--- src/design/mvm_pkg.sv ---
`timescale 1ns / 1ps

package mvm_pkg;

  localparam int unsigned ROWS_DEF = 16;
  localparam int unsigned COLS_DEF = 64;
  localparam int unsigned VAL_W    = 16;
  localparam int unsigned PROD_W   = 2 * VAL_W;
  localparam int unsigned SUM_W    = 38;
  localparam int unsigned CFG_W    = 5;
  localparam int unsigned ROW_W    = 4;
  localparam int unsigned COL_W    = 6;
  localparam int unsigned IDX_W    = 7;

  typedef enum logic {
    CMD_WEIGHT  = 1'b0,
    CMD_ELEMENT = 1'b1
  } cmd_e;

  typedef struct packed {
    logic wr;
    logic mac;
    logic load;
    logic shift;
  } cell_ctrl_t;

endpackage

--- src/design/mvm_cell.sv ---
`timescale 1ns / 1ps

module mvm_cell #(
  parameter int unsigned COLS = 64,
  parameter int unsigned CW   = 6
) (
  input  logic                              clk_i,
  input  logic                              rst_ni,
  input  mvm_pkg::cell_ctrl_t               ctrl_i,
  input  logic [CW-1:0]                     wr_col_i,
  input  logic [CW-1:0]                     rd_col_i,
  input  logic signed [mvm_pkg::VAL_W-1:0]  wr_data_i,
  input  logic signed [mvm_pkg::VAL_W-1:0]  x_i,
  input  logic signed [mvm_pkg::SUM_W-1:0]  sh_i,
  output logic signed [mvm_pkg::SUM_W-1:0]  sh_o
);
  import mvm_pkg::*;

  logic signed [VAL_W-1:0]  mem [COLS];
  logic signed [VAL_W-1:0]  w_q;
  logic signed [PROD_W-1:0] prod_q;
  logic signed [SUM_W-1:0]  acc_q, acc_d, acc_sum;
  logic signed [SUM_W-1:0]  sh_q, sh_d;

  always_ff @(posedge clk_i) begin
    if (ctrl_i.wr) begin
      mem[wr_col_i] <= wr_data_i;
    end
    w_q <= mem[rd_col_i];
  end

  always_ff @(posedge clk_i) begin
    prod_q <= w_q * x_i;
  end

  always_comb begin
    acc_sum = ctrl_i.mac ? acc_q + SUM_W'(prod_q) : acc_q;
    acc_d   = ctrl_i.load ? '0 : acc_sum;
    sh_d    = sh_q;
    if (ctrl_i.load) begin
      sh_d = acc_sum;
    end else if (ctrl_i.shift) begin
      sh_d = sh_i;
    end
  end

  always_ff @(posedge clk_i or negedge rst_ni) begin
    if (!rst_ni) begin
      acc_q <= '0;
    end else begin
      acc_q <= acc_d;
    end
  end

  always_ff @(posedge clk_i) begin
    sh_q <= sh_d;
  end

  assign sh_o = sh_q;

endmodule

--- config.mk ---
export PLATFORM = sky130hd
export DESIGN_NAME = mvm_cell
export DESIGN_NICKNAME = d
export VERILOG_FILES = /design/src/design/mvm_pkg.sv /design/src/design/mvm_cell.sv
export SDC_FILE = /design/constraint.sdc
export NUM_CORES = 2
export LEC_CHECK = 0
export BUFFER_PORTS_ARGS = -buffer_cell sky130_fd_sc_hd__clkbuf_2
export CAP_MARGIN = 20
export CORE_UTILIZATION = 35
export DETAILED_ROUTE_END_ITERATION = 6
export HOLD_SLACK_MARGIN = 0.02
export PLACE_DENSITY = 0.61
export REMOVE_ABC_BUFFERS = 1
export SLEW_MARGIN = 20
export SYNTH_ARGS = -nofsm -noshare
export SYNTH_HDL_FRONTEND = slang
export SYNTH_SLANG_ARGS = --single-unit
--- constraint.sdc ---
create_clock -name clk_i -period 12.85 [get_ports clk_i]
set_input_delay 2.57 -clock clk_i [delete_from_list [all_inputs] [get_ports clk_i]]
set_output_delay 2.57 -clock clk_i [all_outputs]
set_load 0.01 [all_outputs]
# Word-level counts from Yosys, hierarchy flattened

Memory sizes are Yosys's and may differ from the RTL's. A register that Yosys moved wholly into a read port is not among the register bits.
Index checks and enable logic that the tools add are counted.

$add $sub $neg: 1
Multiply operators: 1
Divide/modulo/power cells: 0
Magnitude comparators: 0
Equal/unequal tests: 0
Shift operators: 0
Multiplexer cells: 6
Bitwise operators: 0
Reduce and logical (&&, ||, !) cells: 1

Operators with widths:

| operator                     | number |
|---|---|
| two-way mux 38 bit           | 4 |
| adder 38 x 32 -> 38 bit      | 1 |
| multiplier 16 x 16 -> 32 bit | 1 |
| two-way mux 1 bit            | 2 |
| nonzero test 2 bit           | 1 |

Bits in registers: 108
Bits in latches: 0
RAM bits: 1024
Bits in read-only memories: 0
Input port bits: 88
Memories: 1

Memory list:

| name | depth | width | rd ports | clocked after Yosys merged registers in | wr ports | line           | RTL |
|---|---|---|---|---|---|---|---|
| mem  | 64    | 16    | 1        | 1                                       | 1        | mvm_cell.sv:19 | `logic signed [VAL_W-1:0] mem [COLS];` |

# Depth between registers and ports, before layout

Word-level depth: 3
Depth in mapped cells: 25

# Worst setup path after synthesis

Ideal clock, no wire load.

Path type: input-to-reg
From: in x_i[1] (netlist name)
To: reg prod_q[31]
Setup time: 0.072 ns
Data arrival time: 8.489 ns
Path slack: 4.288 ns
Cell stages on the path: 24
Path buffers: 1
Cell sequence: clkbuf_1 > nand2_1 > inv_1 > fa_1 > inv_1 > fa_1 > fa_1 > inv_1 > fa_1 > fa_1 > inv_1 > fa_1 > inv_1 > ha_1 > a21o_1 > a21o_1 > a2111oi_0 > nor2_1 > o311a_1 > o311ai_1 > o21a_1 > o31ai_1 > a21oi_1 > xnor2_1

Word-level cells in the longest chain between the ends: 1

Ends and longest elaborated chain:

| what                         | line           | RTL |
|---|---|---|
| start: declaration           | mvm_cell.sv:13 | `input logic signed [mvm_pkg::VAL_W-1:0] x_i,` |
| multiplier 16 x 16 -> 32 bit | mvm_cell.sv:33 | `prod_q <= w_q * x_i;` |
| end signal: assignment       | mvm_cell.sv:33 |  |
| end: declaration             | mvm_cell.sv:21 | `logic signed [PROD_W-1:0] prod_q;` |

Every way passes these cells.
A chain may end at the register's enable or synchronous reset.

# Final worst setup path

From: in x_i[2] (netlist name)
To: reg prod_q[31]

The elaborated chain is that of the path after synthesis.

==> flow_metrics.tcl <==
set metrics [dict create \
    critical_path.cell_chain "clkbuf_2 > and2_1 > fa_1 > inv_1 > fa_1 > fa_1 > inv_1 > fa_1 > fa_1 > inv_1 > fa_1 > inv_1 > ha_1 > a21o_1 > a21o_1 > a2111oi_0 > nor2_1 > o311a_1 > o311ai_1 > o21a_1 > o31ai_1 > a21oi_1 > xnor2_1" \
    yosysMostFrequentCell "edfxtp_1" \
    ys_types 65 \
    ys.flop_type "edfxtp_1" \
    synth_warnings 0 \
    viasPerCell 5.013 \
    clk_pin_slew_ps 70 \
    drc 0 \
    die_h_um 397.4 \
    final_util 0.4012 \
    leakage_nw 22.25 \
    grt_max_degree 82 \
    relSlewSlack 0.3213 \
    cts_root_buffer "clkbuf_16" \
    fin_hold_ws_ps 559.1 \
    power_frac_comb 0.541 \
    synth_largest_area_cell "edfxtp_1" \
    io_pins 126 \
    die-width_um 397.4 \
    cts_sinks 1148 \
    port_buffers 125 \
    dp_hpwl_um 78980 \
    fin_area_mm2 0.06203 \
    async_flop_share 0.03310 \
    rsz0062_at_grt "no" \
    clkPwrFrac 0.198 \
    place_area_mm2 0.05811 \
    cts_tree "yes" \
    slew_violations 0 \
    r2r_cells 23 \
    synth_area_leaders "edfxtp_1 (58%), mux4_2 (14%), fa_1 (9.6%)" \
    synth.cell_area_mm2 0.05473 \
    crit_start "x_i[2]" \
    cp.arrival_ps 9070 \
    h-tree-depth 3 \
    power_density_mw_per_mm2 281.3 \
    layout-drive-gt1-share 0.2145 \
    vdd_drop_max_v 0.0004668 \
    dieArea_mm2 0.1580 \
    setup_viol 0 \
    p_sw_frac 0.3860 \
    cpPeakStageDelay_ps 540 \
    synth-edff-count 1062 \
    worstPathBufferInverterCount 5 \
    drt_iter0_drc 2162 \
    power.total_mw 17.45 \
    syn2layout_area_growth_pct 13.33 \
    worst_pin_slew_ps 1018 \
    netlist.area_leader.share 0.5827 \
    cp_top_family "adder cells" \
    detail-route-antenna-nets 0 \
    clkLatencyLatePin_ps 770 \
    syn_avg_cell_area_um2 17.23 \
    drv_cap 0 \
    min_period_ps 8428 \
    nets 3839 \
    grt_use_total 0.1568 \
    skew_ps 62.65 \
    r2r-start "w_q[15]" \
    gr-total-overflow 0 \
    hold_path_depth 2 \
    cts_buffers 113 \
    gp_congestion 0.8413 \
    min_path_type "flop to flop" \
    core_area_mm2 0.1546 \
    crit_type "input port to flop" \
    grt_pass1_vias 29130 \
    setup_tns_ps 0 \
    seq_power_share 0.261 \
    min_from "acc_q[11]" \
    post_cts_buffers 0 \
    antenna_found_initial 6 \
    status "finished, final reports clean" \
    dr.pass1.iters 5 \
    routedWlPerCell_um 22.07 \
    max_freq_ghz 0.1187 \
    path_depth 23 \
    routed_wl_um 121700 \
    p_int_mw 10.71 \
    p_switching_mw 6.735 \
    vias 27640 \
    synth_cells 3176 \
    cp-start-kind "input port" \
    slowest_stage "fa_1" \
    min_period_over_period 0.6558 \
    cts_hold_buffers 0 \
    crit_path_frequent_cell "fa_1" \
    clockBufferDepth 3 \
    cts_resized 0 \
    critical_path_required_ps 13490 \
    synth.top_cells.by_count "edfxtp_1 (1,062), mux4_2 (336), inv_1 (290)" \
    crit_path_end_kind "flop" \
    crit_fanout 16 \
    start_util 0.3540 \
    finalHoldViolations 0 \
    ys_ff_latch 1148 \
    grt_pass1_wl_um 185900 \
    rows 144 \
    yosysSeqAreaShare 0.6176 \
]
==> tightest hold or removal path, stage by stage (launching register included) <==
cell	delay [ps]
dfrtp_1	350
a21oi_1	90
nor2_1	80
==> final cells by class <==
type | instances | area [um2]
Fill cell | 13910 | 92560
Sequential cell | 1148 | 33800
Multi-Input combinational cell | 1603 | 19350
Clock buffer | 139 | 2935
Tap cell | 2044 | 2557
Timing Repair Buffer | 213 | 1314
Inverter | 290 | 1089
Clock inverter | 76 | 977.2
Antenna cell | 1 | 2.502
==> sequential cells by signal (all words and copies together) (netlist names) <==
| signal | cells |
|---|---|
| sh_o | 38 |
| acc_q | 38 |
| mem | 1024 |
| prod_q | 32 |
| w_q | 16 |
==> per-layer routing <==
metal / up-vias / wire [um] / GRT usage
met4: 4 / 2548 / 0.03798
met5: - / 21 / 0
met3: 160 / 6500 / 0.02580
met2: 716 / 58190 / 0.2549
li1: 12270 / - / -
met1: 14490 / 54450 / 0.2197
==> placed cells by master (no fill, tap or decap), types with 6 or more instances in the layout <==
master	Yosys	routed
fa_1	263	263
nand3_1	17	17
mux4_2	336	336
xnor2_1	45	45
a31oi_1	9	9
ha_1	119	119
nor2_1	181	178
xor2_1	21	21
inv_1	290	290
nand2_1	159	159
clkbuf_1	99	25
and2_1	133	133
clkinv_2	0	25
buf_4	0	91
clkinv_1	0	18
dfrtp_1	38	38
clkbuf_2	0	118
bufinv_16	0	18
dfxtp_1	48	48
nand2b_1	15	15
mux2i_1	22	22
o21ai_0	31	31
nor2b_1	10	10
nand4_1	6	6
edfxtp_1	1062	1062
o21a_1	13	13
a21oi_1	89	89
a21o_1	33	33
nor3_1	17	15
clkbuf_16	0	113
mux2_2	7	7
==> through the flow <==
step                setup slack (ps)  std cells
floorplan                       4463       3041
global placement                3705       5298
detailed placement              3631       5298
CTS                             4412       5513
global route                    3895       5513
finish                          4422       5514
==> power groups by stage <==
stage	registers, mW	clock network [mW]	logic, mW
3_5_place_dp	4.63	0	9.54
6_report	4.55	3.46	9.43
4_1_cts	4.55	3.53	9.60
5_1_grt	4.57	3.67	11.0
2_1_floorplan	4.60	0	7.51
3_3_place_gp	4.63	0	9.44
==> cells by family (layout without fill, tap and decap cells) <==
kind of cell | Yosys count | count (layout) | share of synthesized area
other | 0 | 1 | 0
and+or+nand+nor | 562 | 562 | 0.04830
AOI/OAI and AO/OA | 226 | 226 | 0.02670
DFF | 1148 | 1148 | 0.6176
buffers and inverters | 425 | 718 | 0.02915
xor gates and xnor gates | 66 | 66 | 0.01056
muxes | 367 | 367 | 0.1443
adders and majority gates | 382 | 382 | 0.1234
==> path summary, 6_finish.rpt <==
| path | end | slack (ps) |
|---|---|---|
| setup / recovery | prod_q[31] | 4420 |
| hold / removal | acc_q[11] | 560 |
| setup reg to reg | prod_q[31] | 5690 |
| hold reg to reg | acc_q[11] | 560 |
| max in group asynchronous | acc_q[37] | 10220 |
| min in group asynchronous | acc_q[3] | 1990 |
No activity file was read; power rests on OpenSTA's default activity.
